===== config.mk =====
export PLATFORM = sky130hd
export DESIGN_NAME = touch_button_gesture_fsm
export DESIGN_NICKNAME = d
export VERILOG_FILES = /design/src/tbg_pkg.sv /design/src/touch_button_gesture_fsm.sv
export SDC_FILE = /design/constraint.sdc
export NUM_CORES = 1
export LEC_CHECK = 0
export ABC_CLOCK_PERIOD_IN_PS = 11760
export BUFFER_PORTS_ARGS = -buffer_cell sky130_fd_sc_hd__buf_2
export CAP_MARGIN = 20
export CORE_MARGIN = 3
export CORE_UTILIZATION = 66
export DETAILED_ROUTE_END_ITERATION = 7
export MAX_ROUTING_LAYER = met4
export PLACE_DENSITY = 0.87
export SLEW_MARGIN = 30
export SYNTH_ARGS = -nofsm -noshare
export SYNTH_HDL_FRONTEND = slang
export SYNTH_SLANG_ARGS = --single-unit
export TNS_END_PERCENT = 10

===== constraint.sdc =====
create_clock -name clock -period 11.76 [get_ports clock]
set_clock_uncertainty 0.05 [all_clocks]
set_input_delay 1.764 -clock clock [delete_from_list [all_inputs] [get_ports clock]]
set_output_delay 1.764 -clock clock [all_outputs]
set_load 0.03 [all_outputs]

===== src/tbg_pkg.sv =====
// ----------------------------------------------------------------------------
// tbg_pkg: shared types and constants for the touch button gesture block
// Transaction payloads, field codes, register indexes and reset values.
// ----------------------------------------------------------------------------
package tbg_pkg;

   localparam int TIME_BITS = 32;
   localparam int CFG_BITS  = 16;

   localparam logic [TIME_BITS-1:0] STAGE_STEP_MS = TIME_BITS'(1000);

   localparam logic [CFG_BITS-1:0] IDLE_EXPIRE_RESET  = CFG_BITS'(1500);
   localparam logic [CFG_BITS-1:0] REBOOT_HOLD_RESET  = CFG_BITS'(5000);
   localparam logic [CFG_BITS-1:0] FACTORY_HOLD_RESET = CFG_BITS'(15000);

   localparam logic [1:0] TAP_MAX    = 2'd3;
   localparam logic [1:0] TAP_DOUBLE = 2'd2;

   // input codes
   localparam logic [1:0] ACT_TICK    = 2'd0;
   localparam logic [1:0] ACT_PRESS   = 2'd1;
   localparam logic [1:0] ACT_RELEASE = 2'd2;

   localparam logic [1:0] BTN_A       = 2'd0;
   localparam logic [1:0] BTN_B       = 2'd1;
   localparam logic [1:0] BTN_CENTER  = 2'd2;
   localparam logic [1:0] BTN_UNSUPP  = 2'd3;

   // output codes
   localparam logic [1:0] SOCKET_NONE = 2'd0;
   localparam logic [1:0] LED_NONE    = 2'd0;
   localparam logic [1:0] LED_ON      = 2'd1;
   localparam logic [1:0] LED_OFF     = 2'd2;
   localparam logic [1:0] FLASH_NONE  = 2'd0;
   localparam logic [1:0] FLASH_ONCE  = 2'd1;
   localparam logic [1:0] FLASH_TWICE = 2'd2;
   localparam logic [1:0] COLOR_NONE  = 2'd0;
   localparam logic [1:0] COLOR_GREEN = 2'd1;
   localparam logic [1:0] COLOR_YELLOW = 2'd2;

   localparam logic [1:0] STAGE_IDLE    = 2'd0;
   localparam logic [1:0] STAGE_ARMED   = 2'd1;
   localparam logic [1:0] STAGE_REBOOT  = 2'd2;
   localparam logic [1:0] STAGE_FACTORY = 2'd3;

   // configuration register indexes
   localparam logic [1:0] CSR_IDLE_EXPIRE  = 2'd0;
   localparam logic [1:0] CSR_REBOOT_HOLD  = 2'd1;
   localparam logic [1:0] CSR_FACTORY_HOLD = 2'd2;
   localparam logic [1:0] CSR_BUTTONS_EN   = 2'd3;

   typedef struct packed {
      logic [1:0]           action;
      logic [1:0]           button;
      logic [TIME_BITS-1:0] now_ms;
   } req_type;

   typedef struct packed {
      logic [1:0] socket_toggle;
      logic       reboot_request;
      logic       reenable_buttons;
      logic       factory_reset_request;
      logic       reboot_armed_event;
      logic       factory_armed_event;
      logic [1:0] status_led_change;
      logic [1:0] status_flash_count;
      logic [1:0] wifi_flash_color;
      logic [1:0] reset_stage;
   } rsp_type;

endpackage


===== src/touch_button_gesture_fsm.sv =====
// ----------------------------------------------------------------------------
// touch_button_gesture_fsm: touch button gesture recognizer
// Double tap, triple tap and long hold detection on buttons A, B and center.
// ----------------------------------------------------------------------------
// Usage:
//   req_* carries one transaction per tick, press or release, with the
//   current millisecond time. rsp_* returns exactly one result transaction
//   per request, in order. csr_* writes the four configuration registers
//   (idle expire, reboot hold, factory hold, buttons enabled); write only
//   while no transaction is in flight.
// Pipeline and throughput:
//   A request lands in an input register, is evaluated combinationally against
//   the gesture state and the result is held in an output register, which
//   drives rsp_valid. One transaction per cycle is sustained while rsp_stall
//   is low; the state update is a single subtract-and-compare pass.
// Stall:
//   While rsp_stall holds a result, one more request can wait in the input
//   register; after that req_stall is raised until the result is taken.
// Reset:
//   Synchronous, active high. Clears the gesture state, both pipeline
//   valids and loads the register defaults (1500, 5000, 15000, enabled).
// ----------------------------------------------------------------------------
module touch_button_gesture_fsm (
   input  logic             clock,
   input  logic             reset,
   input  logic             req_valid,
   output logic             req_stall,
   input  tbg_pkg::req_type req_data,
   output logic             rsp_valid,
   input  logic             rsp_stall,
   output tbg_pkg::rsp_type rsp_data,
   input  logic             csr_wr_en,
   input  logic [1:0]       csr_index,
   input  logic [tbg_pkg::CFG_BITS-1:0] csr_wdata
);

   // configuration
   logic [tbg_pkg::CFG_BITS-1:0] idle_expire_ff;
   logic [tbg_pkg::CFG_BITS-1:0] reboot_hold_ff;
   logic [tbg_pkg::CFG_BITS-1:0] factory_hold_ff;
   logic                         buttons_en_ff, buttons_en_in;

   // pipeline
   logic             in_valid_ff;
   tbg_pkg::req_type in_data_ff;
   logic             out_valid_ff;
   tbg_pkg::rsp_type out_data_ff, out_data_in;
   logic             advance, fire, req_take;

   // gesture state
   logic                          pressed_ff, pressed_in;
   logic                          active_valid_ff, active_valid_in;
   logic [1:0]                    active_button_ff, active_button_in;
   logic [1:0]                    tap_count_ff, tap_count_in;
   logic [1:0]                    stage_ff, stage_in;
   logic [tbg_pkg::TIME_BITS-1:0] press_stamp_ff, press_stamp_in;

   logic [tbg_pkg::TIME_BITS-1:0] diff;

   assign advance   = !out_valid_ff || !rsp_stall;
   assign fire      = in_valid_ff && advance;
   assign req_stall = in_valid_ff && !advance;
   assign req_take  = req_valid && !req_stall;
   assign rsp_valid = out_valid_ff;
   assign rsp_data  = out_data_ff;

   assign diff = in_data_ff.now_ms - press_stamp_ff;

   always_comb begin
      logic ev_ok;
      logic same;
      logic [1:0] btn;
      ev_ok            = 1'b0;
      same             = 1'b0;
      btn              = in_data_ff.button;
      out_data_in      = '0;
      pressed_in       = pressed_ff;
      active_valid_in  = active_valid_ff;
      active_button_in = active_button_ff;
      tap_count_in     = tap_count_ff;
      stage_in         = stage_ff;
      press_stamp_in   = press_stamp_ff;
      buttons_en_in    = buttons_en_ff;

      // timers run against the time before the event
      if (pressed_ff) begin
         if (active_valid_ff && active_button_ff == tbg_pkg::BTN_CENTER) begin
            if (stage_ff == tbg_pkg::STAGE_ARMED &&
                diff >= tbg_pkg::TIME_BITS'(reboot_hold_ff)) begin
               stage_in                       = tbg_pkg::STAGE_REBOOT;
               out_data_in.reboot_armed_event = 1'b1;
               out_data_in.wifi_flash_color   = tbg_pkg::COLOR_GREEN;
               out_data_in.status_flash_count = tbg_pkg::FLASH_ONCE;
               press_stamp_in                 = press_stamp_ff + tbg_pkg::STAGE_STEP_MS;
            end else if (stage_ff == tbg_pkg::STAGE_REBOOT &&
                         diff >= tbg_pkg::TIME_BITS'(factory_hold_ff)) begin
               stage_in                        = tbg_pkg::STAGE_FACTORY;
               out_data_in.factory_armed_event = 1'b1;
               out_data_in.wifi_flash_color    = tbg_pkg::COLOR_YELLOW;
               out_data_in.status_flash_count  = tbg_pkg::FLASH_TWICE;
               press_stamp_in                  = press_stamp_ff + tbg_pkg::STAGE_STEP_MS;
            end
         end
      end else if (diff >= tbg_pkg::TIME_BITS'(idle_expire_ff)) begin
         active_valid_in = 1'b0;
      end

      ev_ok = (in_data_ff.action == tbg_pkg::ACT_PRESS ||
               in_data_ff.action == tbg_pkg::ACT_RELEASE) &&
              btn != tbg_pkg::BTN_UNSUPP &&
              (buttons_en_ff || btn == tbg_pkg::BTN_CENTER);
      same  = active_valid_in && active_button_ff == btn;

      if (ev_ok) begin
         if (in_data_ff.action == tbg_pkg::ACT_PRESS) begin
            if (!pressed_ff) begin
               pressed_in                    = 1'b1;
               out_data_in.status_led_change = tbg_pkg::LED_ON;
            end
            if (!same) begin
               active_valid_in  = 1'b1;
               active_button_in = btn;
               tap_count_in     = '0;
               stage_in         = tbg_pkg::STAGE_IDLE;
            end
            press_stamp_in = in_data_ff.now_ms;
         end else begin
            if (pressed_ff) begin
               pressed_in                    = 1'b0;
               out_data_in.status_led_change = tbg_pkg::LED_OFF;
            end
            if (!same) begin
               active_valid_in = 1'b0;
            end else begin
               if (tap_count_ff != tbg_pkg::TAP_MAX) begin
                  tap_count_in = tap_count_ff + 2'd1;
               end
               if (btn != tbg_pkg::BTN_CENTER) begin
                  if (tap_count_in == tbg_pkg::TAP_DOUBLE) begin
                     out_data_in.socket_toggle = btn + 2'd1;
                     active_valid_in           = 1'b0;
                  end
               end else begin
                  unique case (stage_in)
                     tbg_pkg::STAGE_IDLE: begin
                        if (tap_count_in == tbg_pkg::TAP_MAX) begin
                           stage_in = tbg_pkg::STAGE_ARMED;
                        end
                     end
                     tbg_pkg::STAGE_ARMED: begin
                        active_valid_in = 1'b0;
                     end
                     tbg_pkg::STAGE_REBOOT: begin
                        active_valid_in            = 1'b0;
                        out_data_in.reboot_request = 1'b1;
                        if (!buttons_en_ff) begin
                           out_data_in.reenable_buttons = 1'b1;
                           buttons_en_in                = 1'b1;
                        end
                     end
                     default: begin
                        active_valid_in                   = 1'b0;
                        out_data_in.factory_reset_request = 1'b1;
                     end
                  endcase
               end
            end
         end
      end

      out_data_in.reset_stage = stage_in;
   end

   always_ff @(posedge clock) begin
      if (reset) begin
         in_valid_ff      <= 1'b0;
         out_valid_ff     <= 1'b0;
         idle_expire_ff   <= tbg_pkg::IDLE_EXPIRE_RESET;
         reboot_hold_ff   <= tbg_pkg::REBOOT_HOLD_RESET;
         factory_hold_ff  <= tbg_pkg::FACTORY_HOLD_RESET;
         buttons_en_ff    <= 1'b1;
         pressed_ff       <= 1'b0;
         active_valid_ff  <= 1'b0;
         active_button_ff <= tbg_pkg::BTN_A;
         tap_count_ff     <= '0;
         stage_ff         <= tbg_pkg::STAGE_IDLE;
         press_stamp_ff   <= '0;
      end else begin
         if (req_take) begin
            in_valid_ff <= 1'b1;
            in_data_ff  <= req_data;
         end else if (advance) begin
            in_valid_ff <= 1'b0;
         end

         if (fire) begin
            out_valid_ff     <= 1'b1;
            out_data_ff      <= out_data_in;
            pressed_ff       <= pressed_in;
            active_valid_ff  <= active_valid_in;
            active_button_ff <= active_button_in;
            tap_count_ff     <= tap_count_in;
            stage_ff         <= stage_in;
            press_stamp_ff   <= press_stamp_in;
            buttons_en_ff    <= buttons_en_in;
         end else if (advance) begin
            out_valid_ff <= 1'b0;
         end

         // the user must write only while idle so writes never collide with fire; the block does not enforce it
         if (csr_wr_en) begin
            unique case (csr_index)
               tbg_pkg::CSR_IDLE_EXPIRE:  idle_expire_ff  <= csr_wdata;
               tbg_pkg::CSR_REBOOT_HOLD:  reboot_hold_ff  <= csr_wdata;
               tbg_pkg::CSR_FACTORY_HOLD: factory_hold_ff <= csr_wdata;
               default:                   buttons_en_ff   <= csr_wdata[0];
            endcase
         end
      end
   end

endmodule


# --- Word-level counts from Yosys, hierarchy flattened ---
# Index checks and enable logic that the tools add are counted.
classes:
  addsub: 4
  magnitude_cmp: 3
  n_eq_ne: 17
  mux: 55
  bitwise: 8
  reduce_logical: 36
op_table:
  columns: ["cell", "n"]
  rows:
  - ["$mux W32", 6]
  - ["$ge A32 B16 Y1", 3]
  - ["$mux W2", 21]
  - ["$add A32 B10 Y32 const B", 1]
  - ["$sub A32 B32 Y32", 1]
  - ["$mux W1", 26]
  - ["$eq A2 B2 Y1 const B", 8]
  - ["$reduce_and A2 Y1", 7]
  - ["$reduce_or A5 Y1", 2]
  - ["$logic_and A1 B1 Y1", 9]
  - ["$reduce_or A3 Y1", 3]
  - ["$eq A2 B1 Y1 const B", 4]
  - ["$ne A2 B2 Y1 const B", 4]
  - ["$not A1 Y1", 8]
  - ["$reduce_and A4 Y1", 2]
  - ["$reduce_bool A2 Y1", 3]
  - ["$add A2 B1 Y2 const B", 2]
  - ["$logic_not A1 Y1", 4]
  - ["$logic_not A2 Y1", 2]
  - ["$mux W4", 1]
  - ["$reduce_or A4 Y1", 1]
  - ["$logic_or A1 B1 Y1", 3]
  - ["$mux W3", 1]
  - ["$eq A2 B2 Y1", 1]
word_totals:
  register_bits: 142
  input_bits: 59
  out_inout_bits: 17
  wordCells: 150

# --- Longest topological paths before layout ---
depth:
  word_depth: 16
  ltp_mapped: 20
  ltp_nobuf: 19

# --- Least setup slack after synthesis ---
# No wires, ideal clock.
synth_path:
  path_type: "input-to-reg"
  from: "input rsp_stall"
  to: "register in_data_ff[0] in the netlist's numbering, enable pin"
  setup_time_ps: 482
  arrival_time_ps: 4787
  required_time_ps: 11228
  slack_ps: 6442
  stages: 2
  n_path_buf: 0
  cell_sequence: "and3_1 -> nor3b_1"
synth_via:
  elab_chain_cells: 7
synth_lines:
  columns: ["element", "line", "rtl"]
  rows:
  - ["start: declaration", "touch_button_gesture_fsm.sv:30", "input logic rsp_stall,"]
  - ["$logic_not A1 Y1", "touch_button_gesture_fsm.sv:60", "assign advance = !out_valid_ff || !rsp_stall;"]
  - ["$logic_or A1 B1 Y1", "touch_button_gesture_fsm.sv:60", null]
  - ["$logic_not A1 Y1", "touch_button_gesture_fsm.sv:62", "assign req_stall = in_valid_ff && !advance;"]
  - ["$logic_and A1 B1 Y1", "touch_button_gesture_fsm.sv:62", null]
  - ["$logic_not A1 Y1", "touch_button_gesture_fsm.sv:63", "assign req_take = req_valid && !req_stall;"]
  - ["$logic_and A1 B1 Y1", "touch_button_gesture_fsm.sv:63", null]
  - ["$reduce_and A2 Y1 (no line)", null, null]
  - ["end signal: assignment", "touch_button_gesture_fsm.sv:191", "in_data_ff <= req_data;"]
  - ["end: declaration", "touch_button_gesture_fsm.sv:45", "tbg_pkg::req_type in_data_ff;"]
# Every way passes these cells.
# A chain may end at the register's enable or synchronous reset.

# --- Final worst setup path ---
layout_path:
  from: "register in_data_ff[8] in the netlist's numbering"
  to: "register press_stamp_ff[19] in the netlist's numbering"
layout_via:
  elab_chain_cells: 9
  elab_cells_between_ends: 11
  classes_between: "add/sub (1); order compare (2); mux (6); reduce/logical (2)"
layout_lines:
  columns: ["element", "line", "rtl"]
  rows:
  - ["$sub A32 B32 Y32 (*)", "touch_button_gesture_fsm.sv:67", "assign diff = in_data_ff.now_ms - press_stamp_ff;"]
  - ["$ge A32 B16 Y1", "touch_button_gesture_fsm.sv:96", "diff >= tbg_pkg::TIME_BITS'(factory_hold_ff)) begin"]
  - ["$logic_and A1 B1 Y1", "touch_button_gesture_fsm.sv:95", "end else if (stage_ff == tbg_pkg::STAGE_REBOOT &&"]
  - ["$mux W32", "touch_button_gesture_fsm.sv:95", null]
  - ["$mux W32 (*)", "touch_button_gesture_fsm.sv:88", "if (stage_ff == tbg_pkg::STAGE_ARMED &&"]
  - ["$mux W32 (*)", "touch_button_gesture_fsm.sv:87", "if (active_valid_ff && active_button_ff == tbg_pkg::BTN_CENTER) begin"]
  - ["$mux W32 (*)", "touch_button_gesture_fsm.sv:86", "if (pressed_ff) begin"]
  - ["$mux W32", "touch_button_gesture_fsm.sv:115", "if (in_data_ff.action == tbg_pkg::ACT_PRESS) begin"]
  - ["$mux W32 (*)", "touch_button_gesture_fsm.sv:114", "if (ev_ok) begin"]
  - ["end signal: assignment", "touch_button_gesture_fsm.sv:204", "press_stamp_ff <= press_stamp_in;"]
  - ["end: declaration", "touch_button_gesture_fsm.sv:56", "logic [tbg_pkg::TIME_BITS-1:0] press_stamp_ff, press_stamp_in;"]
# Every way passes the cells marked *; elsewhere a longest branch is shown, timed or not.

==> metrics.md <==
| Metric | Value |
|---|---|
| Layout cells sized above 1 | 13.37% |
| Hold WC Path Type | reg -> reg |
| Antenna cells | 0 |
| First-pass DRT Iterations | 6 |
| Compound-Gate Fraction of Synth Area | 23.11% |
| Clk sinks | 138 |
| Post-synth top cells | nand2_1, inv_1, dfxtp_1, a21oi_1, nor2_1 |
| GP Congestion | 0.9935 |
| Post-CTS resize count | 0 |
| Routed Antenna Nets | 0 |
| Crit-path max FO | 19 |
| Max incr delay on CP | 800 ps |
| Endpoints failing hold | 0 |
| Syn Nets | 1278 |
| Unique masters post-synth | 93 |
| Layout fillers | 1024 |
| Vias | 9034 |
| CP Class | reg -> reg |
| Number of synthesized flops with an enable pin | 47 |
| Vias in the first global route | 8447 |
| Global route total overflow | 0 |
| Worst EP arrival | 5510 ps |
| Status | complete, no violations |
| Nets | 1319 |
| Pre-CTS WS | 6704 ps |
| DRT iter0 DRCs | 1261 |
| Max Freq | 191.8 MHz |
| Tcrit/Tclk final | 44.34% |
| Setup total negative slack | 0 ps |
| Largest family of logic cells by synthesized area | compound AO/OA/AOI/OAI gates |
| Initial antenna violation count | 0 |
| CP Launch Type | flip-flop |
| Power per cell area | 126.8 nW/um2 |
| Routed len/inst | 19.41 um |
| Post-layout util | 74.69% |
| XOR/XNOR Fraction of Synth Area | 1.852% |
| Area contributors post-synth | dfxtp_1, edfxtp_1, ha_1, nand2_1, a21oi_1 |
| Detailed placer's ending HPWL | 18770 um |
| Post-synth top area share | 19.26% |
| DR DRC count | 0 |
| Root Driver | clkbuf_16 |
| Tmin final | 5214 ps |
| Vias per cell | 6.599 |
| Die H | 125.7 um |
| Predominant post-synthesis flop cell | dfxtp_1 |
| Asr flop ratio synth | 0% |
| Clock insertion delay at the later pin of the skew report | 430 ps |
| P&R area growth vs syn | 10.01% |
| Max stage delay cell, worst path | a22oi_2 |
| Core footprint | 13930 um2 |
| I/O pins | 76 |
| Inserted Clock Buffers | 17 |
| Max cap viols | 0 |
| Synth Cell Area | 9460 um2 |
| Multiplexer share of the synthesized area | 0.6481% |
| Relative slew slack | 37.29% |
| Crit-path cells | ha_1, a21oi_1, o21ai_1, a221oi_2, nand2_1, xor2_1, ha_1, a21oi_1, nor2b_1, o21ai_0, nand2_1, a31oi_1, nor2b_1, nand4_2, a22oi_2, o211ai_1, a41oi_1 |
| Final Power | 0.001319 W |
| CTS clock-pin slew for the worst setup and hold paths | 60 ps |
| Postcts setup bufs | 0 |
| Number of I/O port buffers | 75 |
| Initial core utilization | 67.89% |
| Setup-failing EPs final | 0 |
| Required @ worst endpoint | 12050 ps |
| Max Root-Sink Buffers | 2 |
| WL final | 26570 um |
| Crit. End Element | flip-flop |
| CTS tree | yes |
| Largest net degree at the start of global routing | 79 |
| Row count | 43 |
| Syn Inst Count | 1135 |
| Synth warn | 0 |
| Top delay family on crit path | compound AO/OA/AOI/OAI gates |
| First-pass GRT wire length | 42370 um |
| Smallest setup slack after layout | 6546 ps |
| Leak | 4.108 nW |
| Max-slew violations | 0 |
| DP Area | 9798 um2 |
| Post-Synth Simple-Gate Area | 21.84% |
| Largest area contributor in the netlist | dfxtp_1 |
| # hold bufs at CTS | 0 |
| Tightest Pin Transition | 938.4 ps |
| Post-route cell area | 10410 um2 |
| Maximum vdd drop | 0.1207 mV |
| Die X-Extent | 125.7 um |
| RSZ-0062 raised after global routing | no |
| Seq/Total Area, Yosys | 34.18% |
| Post-synthesis adder-cell area fraction | 11.19% |
| Post-synthesis sequential element count | 138 |
| Total global-route track usage | 34.10% |
| Die area | 15810 um2 |
| Synthesized area per cell | 8.335 um2 |
| CTS H-tree depth | 4 |
| Count leader, synth | nand2_1 |
| Buf+Inv Stages, Crit Path | 0 |
-- registers in the layout, indices dropped and copies added, names as in the netlist, 2 cells and up --
signal            cells
idle_expire_ff       16
reboot_hold_ff       16
stage_ff              2
in_data_ff           36
tap_count_ff          2
active_button_ff      2
press_stamp_ff       32
factory_hold_ff      16
rsp_data             11
-- final cells by class --
| cell class | count | area, um2 | area share, % |
|---|---|---|---|
| clock buffer | 20 | 446.7 | 4.292 |
| clock inverter | 12 | 162.7 | 1.563 |
| tap | 180 | 225.2 | 2.164 |
| timing repair buffer | 81 | 420.4 | 4.039 |
| multi-input combinational | 844 | 5567 | 53.49 |
| sequential | 138 | 3233 | 31.07 |
| inverter | 94 | 352.8 | 3.390 |
-- layout by cell type, fill, tap and decap left out, types with 20 or more instances in the layout --
cell type / instances
buf_2: 75
nor2_1: 82
ha_1: 83
dfxtp_1: 91
a21oi_1: 89
edfxtp_1: 47
nand4_1: 24
nor3_1: 20
nand3_1: 20
o21ai_0: 39
nand2_1: 173
inv_1: 94
-- where the power goes --
part / switching (W) / internal, W
clock: 0.000217 / 0.000341
sequential: 0.0000138 / 0.000511
combinational: 0.000150 / 0.0000859
-- final timing paths --
kind | from | endpoint | slack, ps | cells after the start
max | in_data_ff[8] | press_stamp_ff[19] | 6550 | 17
min | reboot_hold_ff[13] | reboot_hold_ff[13] | 410 | 2
max reg2reg | in_data_ff[8] | press_stamp_ff[19] | 6550 | 17
min reg2reg | reboot_hold_ff[13] | reboot_hold_ff[13] | 410 | 2
-- worst reg2reg max path, cell delays in order, from the launching register on --
cell	delay (ps)
edfxtp_1	450
ha_1	430
a21oi_1	280
o21ai_1	140
a221oi_2	510
nand2_1	130
xor2_1	320
ha_1	310
a21oi_1	160
nor2b_1	60
o21ai_0	140
nand2_1	60
a31oi_1	370
nor2b_1	260
nand4_2	220
a22oi_2	800
o211ai_1	210
a41oi_1	230
-- per-stage QoR --
| step | cells | hold WS [ps] |
|---|---|---|
| final | 1369 | 405.7 |
| after global routing | 1369 | 420.7 |
| after CTS | 1369 | 404.2 |
| after detailed placement | 1337 | 396.3 |
| after global placement | 1337 | 391.6 |
| after floorplan | 1135 | 386.3 |
-- logic make-up (layout without fill, tap and decap cells) --
| logic type | after synthesis | in the layout |
|---|---|---|
| adder cells (fa/ha/maj) | 84 | 84 |
| AND/OR/NAND/NOR | 419 | 419 |
| XOR/XNOR | 20 | 20 |
| buffers and inverters | 153 | 207 |
| flip-flops | 138 | 138 |
| AO/OA/AOI/OAI | 315 | 315 |
| multiplexers | 6 | 6 |
-- layer usage --
metal,routed length (um),part of all wire (%),global-route usage [%],up-vias
li1,-,-,-,4192
met1,10900,41,44.46,4200
met2,12020,45,51.23,550
met3,2878,11,9.754,92
met4,778,2.9,11.61,0
met5,0,0,-,-
No activity file was read; power rests on OpenSTA's default activity.
